$ cat src/hdl/sbge_pkg.sv
// Shared types and constants of the seven-bit group encoder.
// Used by the interfaces, the controller, the datapath and the top level.
package sbge_pkg;

    localparam int unsigned BYTE_W      = 8;
    localparam int unsigned CODE_W      = 7;
    localparam int unsigned STORE_DEPTH = 7;
    localparam int unsigned IDX_W       = 3;

    localparam logic [BYTE_W-1:0] LOW_MASK = 8'h7f;

    typedef enum logic [0:0] {
        ST_COLLECT,
        ST_EMIT
    } state_t;

    // Commands from the controller to the datapath.
    typedef struct packed {
        logic accept;   // store the request now on the input channel
        logic load;     // move the next group byte into the output register
    } cmd_t;

    // Status from the datapath to the controller.
    typedef struct packed {
        logic closes;      // the request on the input channel completes a group
        logic slot_free;   // the output register can take a new byte this cycle
        logic final_item;  // the next byte to load is the last of the group
    } status_t;

endpackage

$ cat src/hdl/sbge_if.sv
// Handshake channels of the seven-bit group encoder: raw input bytes and coded output bytes.
// Depends on sbge_pkg for the field widths.
interface sbge_raw_if;
    logic                               valid;
    logic                               ready;
    logic [sbge_pkg::BYTE_W-1:0]        data_byte;
    logic                               message_end;

    modport source (output valid, output data_byte, output message_end, input ready);
    modport sink   (input valid, input data_byte, input message_end, output ready);
endinterface

interface sbge_coded_if;
    logic                               valid;
    logic                               ready;
    logic [sbge_pkg::CODE_W-1:0]        coded_byte;
    logic                               group_end;
    logic                               message_done;

    modport source (output valid, output coded_byte, output group_end, output message_done,
                    input ready);
    modport sink   (input valid, input coded_byte, input group_end, input message_done,
                    output ready);
endinterface

$ cat src/hdl/sbge_ctrl.sv
// Controller of the seven-bit group encoder: collects requests, then sequences a group out.
// Depends on sbge_pkg for the state, command and status types.
module sbge_ctrl (
    input  logic              clk,
    input  logic              rst_n,
    input  logic              raw_valid,
    output logic              raw_ready,
    input  sbge_pkg::status_t status,
    output sbge_pkg::cmd_t    cmd
);

    sbge_pkg::state_t state_reg;
    sbge_pkg::state_t state_next;

    always_ff @(posedge clk or negedge rst_n)
    begin
        if (!rst_n)
        begin
            state_reg <= sbge_pkg::ST_COLLECT;
        end
        else
        begin
            state_reg <= state_next;
        end
    end

    always_comb
    begin
        state_next = state_reg;
        raw_ready  = 1'b0;
        cmd.accept = 1'b0;
        cmd.load   = 1'b0;
        unique case (state_reg)
            sbge_pkg::ST_COLLECT:
            begin
                raw_ready  = 1'b1;
                cmd.accept = raw_valid;
                if (raw_valid && status.closes)
                begin
                    state_next = sbge_pkg::ST_EMIT;
                end
            end
            sbge_pkg::ST_EMIT:
            begin
                cmd.load = status.slot_free;
                if (status.slot_free && status.final_item)
                begin
                    state_next = sbge_pkg::ST_COLLECT;
                end
            end
            default:
            begin
                state_next = sbge_pkg::ST_COLLECT;
            end
        endcase
    end

endmodule

$ cat src/hdl/sbge_datapath.sv
// Datapath of the seven-bit group encoder: holding store, header, counters and output register.
// Depends on sbge_pkg for widths and the command and status types.
module sbge_datapath #(
    parameter int unsigned GROUP_BYTES = 7
) (
    input  logic                          clk,
    input  logic                          rst_n,
    input  logic [sbge_pkg::BYTE_W-1:0]   data_byte,
    input  logic                          message_end,
    input  sbge_pkg::cmd_t                cmd,
    output sbge_pkg::status_t             status,
    output logic                          out_valid,
    input  logic                          out_ready,
    output logic [sbge_pkg::CODE_W-1:0]   coded_byte,
    output logic                          group_end,
    output logic                          message_done
);

    logic [sbge_pkg::CODE_W-1:0] store_reg [sbge_pkg::STORE_DEPTH];
    logic [sbge_pkg::CODE_W-1:0] header_reg, header_next;
    logic [sbge_pkg::IDX_W-1:0]  count_reg;
    logic [sbge_pkg::IDX_W-1:0]  filled;
    logic [sbge_pkg::IDX_W-1:0]  idx_reg;
    logic [sbge_pkg::IDX_W-1:0]  rd_idx;
    logic                        last_reg;
    logic                        out_valid_reg;
    logic [sbge_pkg::CODE_W-1:0] out_byte_reg;
    logic                        group_end_reg;
    logic                        message_done_reg;
    logic [sbge_pkg::CODE_W-1:0] load_byte;

    // While collecting, the position counter stays below the store depth, so count + 1 fits.
    assign filled = count_reg + 3'd1;

    always_comb
    begin
        header_next = header_reg;
        if (data_byte[sbge_pkg::BYTE_W-1])
        begin
            header_next[count_reg] = 1'b1;
        end
    end

    assign status.closes     = message_end || (filled >= sbge_pkg::IDX_W'(GROUP_BYTES));
    assign status.slot_free  = !out_valid_reg || out_ready;
    assign status.final_item = (idx_reg == count_reg);

    // Entry k of the store is output byte k + 1; byte 0 is the header.
    assign rd_idx    = idx_reg - 3'd1;
    assign load_byte = (idx_reg == '0) ? header_reg : store_reg[rd_idx];

    always_ff @(posedge clk)
    begin
        if (cmd.accept)
        begin
            store_reg[count_reg] <= sbge_pkg::CODE_W'(data_byte & sbge_pkg::LOW_MASK);
        end
    end

    always_ff @(posedge clk or negedge rst_n)
    begin
        if (!rst_n)
        begin
            header_reg    <= '0;
            count_reg     <= '0;
            idx_reg       <= '0;
            last_reg      <= 1'b0;
            out_valid_reg <= 1'b0;
        end
        else
        begin
            if (cmd.accept)
            begin
                header_reg <= header_next;
                if (status.closes)
                begin
                    // During emission the counter holds the number of stored bytes.
                    count_reg <= filled;
                    last_reg  <= message_end;
                    idx_reg   <= '0;
                end
                else
                begin
                    count_reg <= filled;
                end
            end
            if (cmd.load)
            begin
                idx_reg <= idx_reg + 3'd1;
                if (status.final_item)
                begin
                    header_reg <= '0;
                    count_reg  <= '0;
                end
            end
            if (cmd.load)
            begin
                out_valid_reg <= 1'b1;
            end
            else if (out_ready)
            begin
                out_valid_reg <= 1'b0;
            end
        end
    end

    always_ff @(posedge clk)
    begin
        if (cmd.load)
        begin
            out_byte_reg     <= load_byte;
            group_end_reg    <= status.final_item;
            message_done_reg <= status.final_item && last_reg;
        end
    end

    assign out_valid    = out_valid_reg;
    assign coded_byte   = out_byte_reg;
    assign group_end    = group_end_reg;
    assign message_done = message_done_reg;

endmodule

$ cat src/hdl/seven_bit_group_encoder_core.sv
// Seven-bit group encoder: packs 8-bit bytes into groups of a header plus 7-bit bytes.
// The request that closes a group moves the controller to its emit state, which loads
// the header into the output register; the stored bytes follow one per cycle while the
// output side takes them. A group of N requests gives N + 1 output bytes, a header and
// N stored bytes; the controller closes intake while a group drains.
// Reset (rst_n, asynchronous, active low) empties the group and drops any pending output.
module seven_bit_group_encoder_core #(
    parameter int unsigned GROUP_BYTES = 7
) (
    input  logic                clk,
    input  logic                rst_n,
    sbge_raw_if.sink            raw_ch,
    sbge_coded_if.source        coded_ch
);

    // The controller owns the sequencing: it takes requests until one closes a group,
    // then steps the datapath through the header and the stored bytes. The datapath owns
    // all payload storage and reports whether a group closes and whether the output
    // register can take the next byte.
    sbge_pkg::cmd_t    cmd;
    sbge_pkg::status_t status;

    sbge_ctrl u_ctrl (
        .clk       (clk),
        .rst_n     (rst_n),
        .raw_valid (raw_ch.valid),
        .raw_ready (raw_ch.ready),
        .status    (status),
        .cmd       (cmd)
    );

    // The output register parts the two sides: a new group can start collecting while
    // the last byte of the previous group still waits on the output channel.
    sbge_datapath #(
        .GROUP_BYTES (GROUP_BYTES)
    ) u_datapath (
        .clk          (clk),
        .rst_n        (rst_n),
        .data_byte    (raw_ch.data_byte),
        .message_end  (raw_ch.message_end),
        .cmd          (cmd),
        .status       (status),
        .out_valid    (coded_ch.valid),
        .out_ready    (coded_ch.ready),
        .coded_byte   (coded_ch.coded_byte),
        .group_end    (coded_ch.group_end),
        .message_done (coded_ch.message_done)
    );

    // A request that closes a group stops intake until the group is out.
    assert property (@(posedge clk) disable iff (!rst_n)
        (raw_ch.valid && raw_ch.ready && status.closes) |=> !raw_ch.ready)
        else $error("intake stayed open after a group closed");

    // A request that does not close a group leaves intake open.
    assert property (@(posedge clk) disable iff (!rst_n)
        (raw_ch.valid && raw_ch.ready && !status.closes) |=> raw_ch.ready)
        else $error("intake closed without a completed group");

    // The end of a message is only ever marked on the last byte of a group.
    assert property (@(posedge clk) disable iff (!rst_n)
        (coded_ch.valid && coded_ch.message_done) |-> coded_ch.group_end)
        else $error("message end outside a group end");

    // Loading a byte never overwrites one the output side has not taken.
    assert property (@(posedge clk) disable iff (!rst_n)
        (cmd.load && coded_ch.valid) |-> coded_ch.ready)
        else $error("output byte overwritten before it was taken");

endmodule
$ cat src/flat_wrapper.sv
// flat-port wrapper written by rule: the top's interface ports become plain ports
module seven_bit_group_encoder_core_flat 
#(
    parameter int unsigned GROUP_BYTES = 7
)
  (clk, rst_n, raw_ch_valid, raw_ch_data_byte, raw_ch_message_end, raw_ch_ready, coded_ch_valid, coded_ch_coded_byte, coded_ch_group_end, coded_ch_message_done, coded_ch_ready);
  sbge_raw_if raw_ch_i ();
  sbge_coded_if coded_ch_i ();
  input  logic clk;
  input  logic rst_n;
  input wire logic [$bits(raw_ch_i.valid)-1:0] raw_ch_valid;
  input wire logic [$bits(raw_ch_i.data_byte)-1:0] raw_ch_data_byte;
  input wire logic [$bits(raw_ch_i.message_end)-1:0] raw_ch_message_end;
  output wire logic [$bits(raw_ch_i.ready)-1:0] raw_ch_ready;
  output wire logic [$bits(coded_ch_i.valid)-1:0] coded_ch_valid;
  output wire logic [$bits(coded_ch_i.coded_byte)-1:0] coded_ch_coded_byte;
  output wire logic [$bits(coded_ch_i.group_end)-1:0] coded_ch_group_end;
  output wire logic [$bits(coded_ch_i.message_done)-1:0] coded_ch_message_done;
  input wire logic [$bits(coded_ch_i.ready)-1:0] coded_ch_ready;
  assign raw_ch_i.valid = raw_ch_valid;
  assign raw_ch_i.data_byte = raw_ch_data_byte;
  assign raw_ch_i.message_end = raw_ch_message_end;
  assign raw_ch_ready = raw_ch_i.ready;
  assign coded_ch_valid = coded_ch_i.valid;
  assign coded_ch_coded_byte = coded_ch_i.coded_byte;
  assign coded_ch_group_end = coded_ch_i.group_end;
  assign coded_ch_message_done = coded_ch_i.message_done;
  assign coded_ch_i.ready = coded_ch_ready;
  seven_bit_group_encoder_core #(.GROUP_BYTES(GROUP_BYTES)) u_core (.clk(clk), .rst_n(rst_n), .raw_ch(raw_ch_i), .coded_ch(coded_ch_i));
endmodule
$ cat config.mk
export PLATFORM = sky130hd
export DESIGN_NAME = seven_bit_group_encoder_core_flat
export DESIGN_NICKNAME = d
export VERILOG_FILES = /design/src/hdl/sbge_pkg.sv /design/src/hdl/sbge_if.sv /design/src/hdl/sbge_ctrl.sv /design/src/hdl/sbge_datapath.sv /design/src/hdl/seven_bit_group_encoder_core.sv /design/src/flat_wrapper.sv
export SDC_FILE = /design/constraint.sdc
export NUM_CORES = 1
export LEC_CHECK = 0
export BUFFER_PORTS_ARGS = -buffer_cell sky130_fd_sc_hd__buf_4
export CORE_UTILIZATION = 59
export CTS_CLUSTER_DIAMETER = 40
export CTS_CLUSTER_SIZE = 30
export DETAILED_ROUTE_END_ITERATION = 10
export PLACE_DENSITY = 0.88
export SYNTH_ARGS = -nofsm -noshare
export SYNTH_HDL_FRONTEND = slang
export SYNTH_SLANG_ARGS = --single-unit
export TNS_END_PERCENT = 100
$ cat constraint.sdc
create_clock -name clk -period 2.5 [get_ports clk]
set_clock_uncertainty 0.1 [all_clocks]
set_input_delay 0.25 -clock clk [delete_from_list [all_inputs] [get_ports clk]]
set_output_delay 0.25 -clock clk [all_outputs]
set_load 0.02 [all_outputs]
# --- After elaboration in Yosys (flattened, before gate mapping) ---
# Memory sizes are Yosys's and may differ from the RTL's.
# Index checks and enable logic that the tools add are counted.
totals:
  register_bits: 25
  ramBits: 49
  input_bits: 13
  out_inout_bits: 11
  wordCells: 55
  n_memories: 1
memory_table:
  columns: ["name", "words", "width", "read_ports", "rd_ports_with_merged_regs", "write_ports", "line_no", "source"]
  rows:
  - ["u_core.u_datapath.store_reg", 7, 7, 1, 0, 1, "sbge_datapath.sv:19", "logic [sbge_pkg::CODE_W-1:0] store_reg [sbge_pkg::STORE_DEPTH];"]
op_classes:
  add_sub_neg: 3
  n_lt_le_gt_ge: 3
  n_eq_ne: 1
  n_mux: 23
  bitwise: 2
  n_reduce_logical: 13
ops:
  columns: ["cell", "count"]
  rows:
  - ["7-bit two-way mux", 5]
  - ["3-bit two-way mux", 6]
  - ["1-bit two-way mux", 10]
  - ["7-bit OR", 1]
  - ["3-bit by 1-bit adder with 3-bit output (second input constant)", 2]
  - ["2-bit nonzero test", 3]
  - ["1-bit logical AND", 4]
  - ["3-bit by 4-bit < comparator with 1-bit output (second input constant)", 1]
  - ["2-bit AND reduction", 2]
  - ["1-bit demux with 3-bit select", 1]
  - ["3-bit == test", 1]
  - ["3-bit by 1-bit greater-or-equal comparator with 1-bit output (second input constant)", 1]
  - ["3-bit greater-or-equal comparator (second input constant)", 1]
  - ["3-bit logical NOT", 1]
  - ["3-bit by 1-bit subtractor with 3-bit output (second input constant)", 1]
  - ["1-bit logical OR", 2]
  - ["1-bit one-hot mux with 2 select lines", 1]
  - ["1-bit logical NOT", 1]
  - ["1-bit NOT", 1]

# --- Longest topological paths before layout ---
# Gate-level depths: netlist of run 1.
depth:
  depth_word: 9
  depth_mapped: 9
  depth_no_buf: 6

# --- Hierarchy ---
# Synthesis of run 1 repeated with hierarchy kept, for this count alone.
unflattened:
  hier_cells: 209
  area_unflattened_um2: 3196.8
modules_own_cells:
  columns: ["module", "instances", "cells_per_inst", "area_each_um2"]
  rows:
  - ["sbge_datapath", 1, 203, 3140.5]
  - ["sbge_ctrl", 1, 6, 56.3]

# --- Least setup slack after synthesis of run 1 ---
# Ideal clock, no wire load.
synth_timing:
  path_kind: "reg2reg"
  start: "register u_core.u_datapath.idx_reg[0] in the netlist's numbering"
  end: "register u_core.u_datapath.out_byte_reg (netlist bit u_core.u_datapath.coded_byte[5]), data pin"
  setup_time_ps: 271
  t_arrival_ps: 1653
  path_slack_ps: 476
  path_stages_with_launch: 9
  n_path_buf: 2
  cell_sequence: "dfrtp_1 buf_6 buf_6 inv_1 ha_1 xnor2_4 mux4_1 nand2_1 a31oi_1"
synth_via:
  elab_chain_cells: 3
  word_cells_on_any_way: 4
  cone_classes: "add/sub: 1; mux: 1; reduce/logical: 1; memory: 1"
synth_rtl:
  columns: ["item", "line_no", "source"]
  rows:
  - ["start: declaration", "sbge_datapath.sv:23", "logic [sbge_pkg::IDX_W-1:0] idx_reg;"]
  - ["start signal: assignment", "sbge_datapath.sv:89", "idx_reg <= idx_reg + 3'd1;"]
  - ["3-bit by 1-bit subtractor with 3-bit output", "sbge_datapath.sv:49", "assign rd_idx = idx_reg - 3'd1;"]
  - ["memory read 7 x 7 bit", null, null]
  - ["7-bit two-way mux *", "sbge_datapath.sv:50", "assign load_byte = (idx_reg == '0) ? header_reg : store_reg[rd_idx];"]
  - ["named net u_core.u_datapath.load_byte, one bit", "sbge_datapath.sv:30", "logic [sbge_pkg::CODE_W-1:0] load_byte;"]
  - ["end signal: assignment", "sbge_datapath.sv:111", "out_byte_reg <= load_byte;"]
  - ["end: declaration", "sbge_datapath.sv:27", "logic [sbge_pkg::CODE_W-1:0] out_byte_reg;"]
# The timed path passes the listed nets; every way through them passes the cells marked *.
# A chain may end at the register's enable or synchronous reset.

# --- Worst setup path in the final report of run 1 ---
layout_timing:
  start: "register u_core.u_datapath.idx_reg[1] in the netlist's numbering"
  end: "register u_core.u_datapath.out_byte_reg (netlist bit u_core.u_datapath.coded_byte[0]), data pin"
# Same word-level chain as after synthesis.

==> metrics, run 1 <==
Initial Util=about three fifths; count of final hold-check violations=0; PD cells=~1200 mW/mm²; Leak=approximately 1.4 nW; Worst Path Max Fanout=21; wire per inst=18.0 µm; Core ar.=roughly 0.0051 mm²; TritonCTS clock tree=yes; area grow syn2layout=15.4%; failing checks=DRC; post_cts resized=0; setup TNS=0 ns; gr busiest metal=met2; Post-Route WL=about 5.6 mm; Die X=between 70 and 80 µm; Yosys Warn Count=0; fillers=333; first-pass GRT wire length=a little under 9 mm; Slew Limit Fails=0; minimum clock period=between 2 and 2.5 ns; hold_buf cts=1; Core Rows=26; Yosys reg bits=74; worst hold path class=input port to flop; CP Data Required Time=between 2 and 2.5 ns; final core utilization=a little over two thirds; clk slew on worst S/H paths=0.08 ns; top post-synthesis cells by area=edfxtp_1 56%, dfrtp_1 13%, mux4_1 5.9%; post-CTS setup buffers=0; slew margin rel.=57.8%; slowest CP cell=ha_1; clk sink count=between 70 and 80; Post-DP HPWL=3.68 mm; Fmax=between 400 and 500 MHz; Slew @ Worst Pin=0.633 ns; crit path DAT=about 2.1 ns; DRC viols=1; Max-Cap Viols=0; Antenna Violating Nets Remaining=0; peak supply drop=about 0.7 mV; dominant cell type by area after synthesis=edfxtp_1; M3 GR Usage=4.69%; Mapped Area=between 0.003 and 0.004 mm²; sequential area share after synthesis=roughly 69%; Crit path buffers/inverters=1; H-tree lvl count=3; die area=between 0.005 and 0.006 mm²; num ports=24; syn_area_per_cell=around 15 µm²; Synth Instances=between 200 and 250; Crit. End Element=flop; Num CTS Buffers=9; Clock Latency Late Sink=about 0.34 ns; Die Y=74.7 µm; Worst path top cell family by delay=adder cells; status=complete, but fails checks; initial antenna violation count=0; nets=257; Inserted Diodes=0; fin crit share=between 80% and 90%; Post-Syn Nets=approximately 230; pin count of the biggest net entering global routing=22; crit-path cells=inv_1 > ha_1 > mux4_1 > nand2_1 > a31oi_1; RSZ-0062 raised after global routing=no; clock tree buffer depth=2; vias in the first global route=approximately 1800; Largest register FFs=49; placed cell area=around 0.0034 mm²; share of layout cells above drive strength 1=~21%; slowest stage delay, CP=0.70 ns; Iter 0 DRT Violations=164; Setup Viol. Count Final=0; Setup crit start kind=flop; Vias=~1800; Finished Cell Area=around 0.0036 mm²; met1 usage=about 29%; met2 track demand over resource=a little under 40%; Synth top area share=55.9%; Clock Tree Root=clkbuf_8; number of vias per cell=about 5.7; Port-buffer cells=23; GRT Util Overall=about a quarter; Final GP Congestion=around 0.86; DRT Pass-1 Iters=7; GRT Residual Overflow=0; post-synth cell types=32; Hold Slack=0.0321 ns; Critical Setup Path Class=flop to flop
worst paths after layout:
kind | startpoint | to | slack (ns) | cells after the start
max | u_core.u_datapath.idx_reg[1]$_DFFE_PN0P_ | u_core.u_datapath.coded_byte[0]$_DFFE_PP_ | 0.39 | 5
min | raw_ch_data_byte[5] | u_core.u_datapath.store_reg[3][5]$_DFFE_PP_ | 0.03 | 1
max reg2reg | u_core.u_datapath.idx_reg[1]$_DFFE_PN0P_ | u_core.u_datapath.coded_byte[0]$_DFFE_PP_ | 0.39 | 5
min reg2reg | u_core.u_datapath.header_reg[6]$_DFF_PN0_ | u_core.u_datapath.header_reg[6]$_DFF_PN0_ | 0.41 | 2
max in group asynchronous | rst_n | u_core.u_datapath.header_reg[0]$_DFF_PN0_ | 1.91 | 2
min in group asynchronous | rst_n | u_core.u_ctrl.state_reg$_DFF_PN0_ | 0.19 | 2
per-stage QoR:
| stage | worst slack, ns | power, mW | instances |
|---|---|---|---|
| finish | 0.390 | 4.38 | 313 |
| global route | 0.210 | 4.63 | 313 |
| CTS | 0.351 | 4.41 | 313 |
| detailed placement | 0.366 | 3.37 | 297 |
| global placement | 0.448 | 3.31 | 297 |
| floorplan | 0.476 | 2.99 | 207 |
area by class of cell:
type	count	area, µm²	share of cell area [%]
Sequential cell	74	2140	59.6
Inverter	6	22.5	0.626
Clock buffer	11	151	4.21
Multi-Input combinational cell	116	875	24.3
Timing Repair Buffer	32	243	6.75
Tap cell	70	87.6	2.44
Clock inverter	4	75.1	2.09
per-layer routing:
metal  part of all wire, %  routed length [µm]
met1                    39                2230
met2                    53                2990
met3                   5.5                 311
met4                   1.9                 106
met5                     0                   0
layout by cell type, fill, tap and decap left out, drive strengths merged:
master | netlist | final
a211o | 1 | 1
xor2 | 7 | 7
inv | 6 | 6
mux2i | 7 | 7
nor3 | 4 | 4
o211ai | 7 | 7
o31ai | 1 | 1
nor4 | 4 | 4
bufinv | 0 | 2
nand2b | 4 | 4
a22o | 1 | 1
edfxtp | 58 | 58
dlygate4sd3 | 0 | 1
ha | 5 | 5
a211oi | 1 | 1
dfrtp | 16 | 16
o21bai | 1 | 1
clkbuf | 3 | 11
a31oi | 10 | 10
a21oi | 7 | 7
and2 | 5 | 5
nand2 | 19 | 19
nand3 | 2 | 2
mux4 | 7 | 7
buf | 8 | 31
nor2 | 19 | 19
xnor2 | 1 | 1
o21ai | 1 | 1
clkinvlp | 0 | 2
nor2b | 2 | 2
cell usage after synthesis:
| cell type | instances |
|---|---|
| a31oi_1 | 10 |
| mux2i_1 | 7 |
| nor4_1 | 4 |
| buf_6 | 2 |
| a21oi_1 | 7 |
| nor2_1 | 19 |
| inv_1 | 6 |
| and2_1 | 3 |
| clkbuf_8 | 1 |
| o211ai_1 | 7 |
| a211o_1 | 1 |
| a211oi_1 | 1 |
| edfxtp_1 | 58 |
| o21ai_0 | 1 |
| o31ai_1 | 1 |
| ha_1 | 5 |
| dfrtp_1 | 16 |
| xor2_1 | 7 |
| a22o_1 | 1 |
| nand3_1 | 2 |
| nor2b_1 | 2 |
| nand2_1 | 19 |
| buf_4 | 1 |
| buf_2 | 5 |
| and2_2 | 2 |
| nor3_2 | 1 |
| nor3_1 | 3 |
| o21bai_1 | 1 |
| mux4_1 | 7 |
| clkbuf_1 | 2 |
| nand2b_1 | 4 |
| xnor2_4 | 1 |
power by group:
part | internal, mW | leakage, nW | switching [mW] | total, mW
combinational | 0.655 | 0.560 | 0.911 | 1.57
clock | 0.611 | 0.108 | 0.421 | 1.03
sequential | 1.62 | 0.731 | 0.163 | 1.78
cell families after synthesis:
family	count (synthesis)	share of synthesized area (%)
compound gates	30	6.27
xor+xnor	8	2.85
fa+ha+maj	5	2.01
buf+inv	17	3.17
flops	74	68.8
mux	14	8.15
simple gates	59	8.79
No activity file was read; power rests on OpenSTA's default activity.
==> run 2, diff against run 1 <==
ABC_AREA = 1   (was not set)
PLACE_DENSITY = 0.87   (was 0.88)
clock period = 2.2 ns   (was 2.5 ns; I/O delays follow)
==> metrics, run 2 <==
Initial Util=61.2% (+0.24 points); DRC viols=0 (-1); Inserted Diodes=0 (unchanged); DRT Pass-1 Iters=5 (-2); post-synth cell types=23 (-28%); Total Power=5.47 mW (+25%); post_cts resized=0 (unchanged); Crit path buffers/inverters=2 (+1); final worst slack=0.214 ns (-0.177 ns); Crit. End Element=flop; RSZ-0062 raised after global routing=no; fin crit share=90.3% (+5.9 points); r2r endpoint=u_core.u_datapath.coded_byte[2]$_DFFE_PP_; sequential area share after synthesis=63.5% (-5.2 points); Leak=1.85 nW (+32%); Max-Cap Viols=0 (unchanged); top post-synthesis cells by area=edfxtp_1 52%, dfrtp_1 12%, nand2_1 11%; placed cell area=0.00366 mm² (+9.1%); Yosys Warn Count=0 (unchanged); setup TNS=0 ns (unchanged); dominant cell type by area after synthesis=edfxtp_1; crit path DAT=1.99 ns (-0.09 ns); Largest register FFs=49 (unchanged); final core utilization=72.0% (+1.6 points); slowest stage delay, CP=0.47 ns (-0.23 ns); GRT Residual Overflow=0 (unchanged); pin count of the biggest net entering global routing=25 (+14%); pre-CTS WS=0.255 ns (-0.111 ns); first-pass GRT wire length=10.8 mm (+22%); Vias=2505 (+39%); reg2reg setup slack=0.21 ns (-0.18 ns); Critical Setup Path Class=flop to flop; Post-synth top flop=edfxtp_1; CP endpoint=u_core.u_datapath.coded_byte[2]$_DFFE_PP_; Yosys reg bits=74 (unchanged); FF-to-FF Start=u_core.u_datapath.idx_reg[1]$_DFFE_PN0P_; cell mode on critical path=nand3_1; count leader, synth=nand2_1; Setup Viol. Count Final=0 (unchanged); Post-Syn Nets=367 (+63%); most common cell after layout, fill and taps aside=nand2_1; fillers=389 (+17%); Post-synth top cells=101 x nand2_1, 66 x inv_1, 58 x edfxtp_1; initial antenna violation count=0 (unchanged); Slew @ Worst Pin=0.436 ns (-0.197 ns); Iter 0 DRT Violations=210 (+28%); clk sink count=74 (unchanged); FFs w/ async S/R, synth=21.6% (unchanged); H-tree lvl count=3 (unchanged); Core ar.=0.00551 mm² (+7.8%); status=complete, no violations; Post-DP HPWL=4.62 mm (+26%); Clock Latency Late Sink=0.35 ns (about the same); Core Rows=27 (+3.8%); most frequent cells in the layout=101 x nand2_1, 66 x inv_1, 58 x edfxtp_1; Synth Instances=349 (+69%); Register-to-Register Path Depth=7 (+2); Post-synth EDFFs=58 (unchanged); Slew Limit Fails=0 (unchanged); Die X=77.6 µm (+3.9%); GRT Util Overall=24.8% (+1.5 points); nets=411 (+60%); Worst Path Max Fanout=14 (-33%); cell count along the critical path=7 (+2); die area=0.00602 mm² (+8.0%); crit-path cells=inv_1 > ha_1 > inv_1 > nand3_1 > nand3_1 > nand3_1 > nand2_1; area grow syn2layout=17.6%; Synth top area share=51.7% (-4.3 points); TritonCTS clock tree=yes; Worst path top cell family by delay=adder cells; Num CTS Buffers=9 (unchanged); count of final hold-check violations=0 (unchanged); Port-buffer cells=23 (unchanged); slowest CP cell=ha_1; wire per inst=14.9 µm (-17%); minimum clock period=1.99 ns (-0.123 ns); CP Data Required Time=2.20 ns (-0.27 ns); clk slew on worst S/H paths=0.07 ns (about the same); clock tree buffer depth=2 (unchanged); vias in the first global route=2405 (+33%); syn_area_per_cell=9.66 µm² (-36%); Antenna Violating Nets Remaining=0 (unchanged); Fmax=503 MHz (+6.2%); worst setup path start=u_core.u_datapath.idx_reg[1]$_DFFE_PN0P_; Finished Cell Area=0.00396 mm² (+10%); PD cells=1380 mW/mm² (+13%); Mapped Area=0.00337 mm² (+8.2%); Die Y=77.6 µm (+3.9%); worst hold path class=input port to flop; peak supply drop=0.907 mV (+30%); Final GP Congestion=0.880 (+2.3%); Clock Tree Root=clkbuf_8; Setup crit start kind=flop; num ports=24 (unchanged); Post-Route WL=7.02 mm (+25%); number of vias per cell=5.33 (-7.2%); share of layout cells above drive strength 1=14.6% (-6.0 points); slew margin rel.=70.9% (+13 points)
## run 2: changes by cell type after synthesis, sizes merged, moves of 5 or more
cell,previous run,this run
a31oi,10,0
and2,5,0
inv,6,71
mux2i,7,0
mux4,7,0
nand2,19,104
nand3,2,52
o211ai,7,0
o21a,0,7
xor2,7,1
## run 2: per-layer routing
layer	global-route usage, %	wire length (µm)
met5	0	0
met4	12.8	176
met3	6.12	555
met2	41.9	3580
met1	29.2	2710
## run 2: cells by family after synthesis
logic type / after synthesis / synth area share, %
xor gates and xnor gates: 2 / 0.520
adders and majority gates: 5 / 1.86
DFF: 74 / 63.5
buffers and inverters: 79 / 9.24
and+or+nand+nor: 175 / 22.2
AOI/OAI and AO/OA: 14 / 2.67
## run 2: what timing repair did
action                                 CTS  global route
endpoints found under the hold margin   65             0
buffers inserted                         0             0
setup endpoints to repair                0             0
hold buffers                             8             0
## run 2: worst min path at each step
| stage | startpoint | end | slack, ns | cells after the start |
|---|---|---|---|---|
| floorplan | rst_n | u_core.u_ctrl.state_reg$_DFF_PN0_ | -0.18 | 0 |
| global placement | rst_n | u_core.u_datapath.out_valid$_DFFE_PN0P_ | -0.009 | 1 |
| detailed placement | rst_n | u_core.u_datapath.out_valid$_DFFE_PN0P_ | -0.008 | 1 |
| CTS | coded_ch_ready | u_core.u_datapath.out_valid$_DFFE_PN0P_ | 0.06 | 4 |
| global route | coded_ch_ready | u_core.u_datapath.out_valid$_DFFE_PN0P_ | 0.08 | 4 |
| finish | coded_ch_ready | u_core.u_datapath.out_valid$_DFFE_PN0P_ | 0.06 | 4 |
## run 2: report_power, final
| part | internal, mW | leakage (nW) | switching (mW) | total (mW) |
|---|---|---|---|---|
| Clock | 0.642 | 0.110 | 0.503 | 1.14 |
| Combinational | 0.776 | 1.02 | 1.49 | 2.26 |
| Sequential | 1.88 | 0.724 | 0.183 | 2.06 |
| Total | 3.30 | 1.85 | 2.17 | 5.47 |
## run 2: worst reg2reg max path: stages, from the launching register on
cell and delay [ns]:
dfrtp_1 0.40, inv_1 0.09, ha_1 0.47, inv_1 0.29, nand3_1 0.18, nand3_1 0.08
nand3_1 0.07, nand2_1 0.06
## run 2: cell type report
cell class	instances	area, µm²	share of cell area (%)
well taps	72	90.1	2.27
multi-input cells	196	918	23.2
clock buffers	10	128	3.22
clock inverters	6	91.3	2.30
repair buffers	41	328	8.27
flip-flops and latches	74	2140	54.0
inverters	71	267	6.72
## run 2: stage by stage
| stage | instances | hold slack [ns] |
|---|---|---|
| 6_report | 470 | 0.0608 |
| 4_1_cts | 470 | 0.0599 |
| 3_3_place_gp | 446 | -0.00948 |
| 5_1_grt | 470 | 0.0832 |
| 3_5_place_dp | 446 | -0.00750 |
| 2_1_floorplan | 349 | -0.176 |
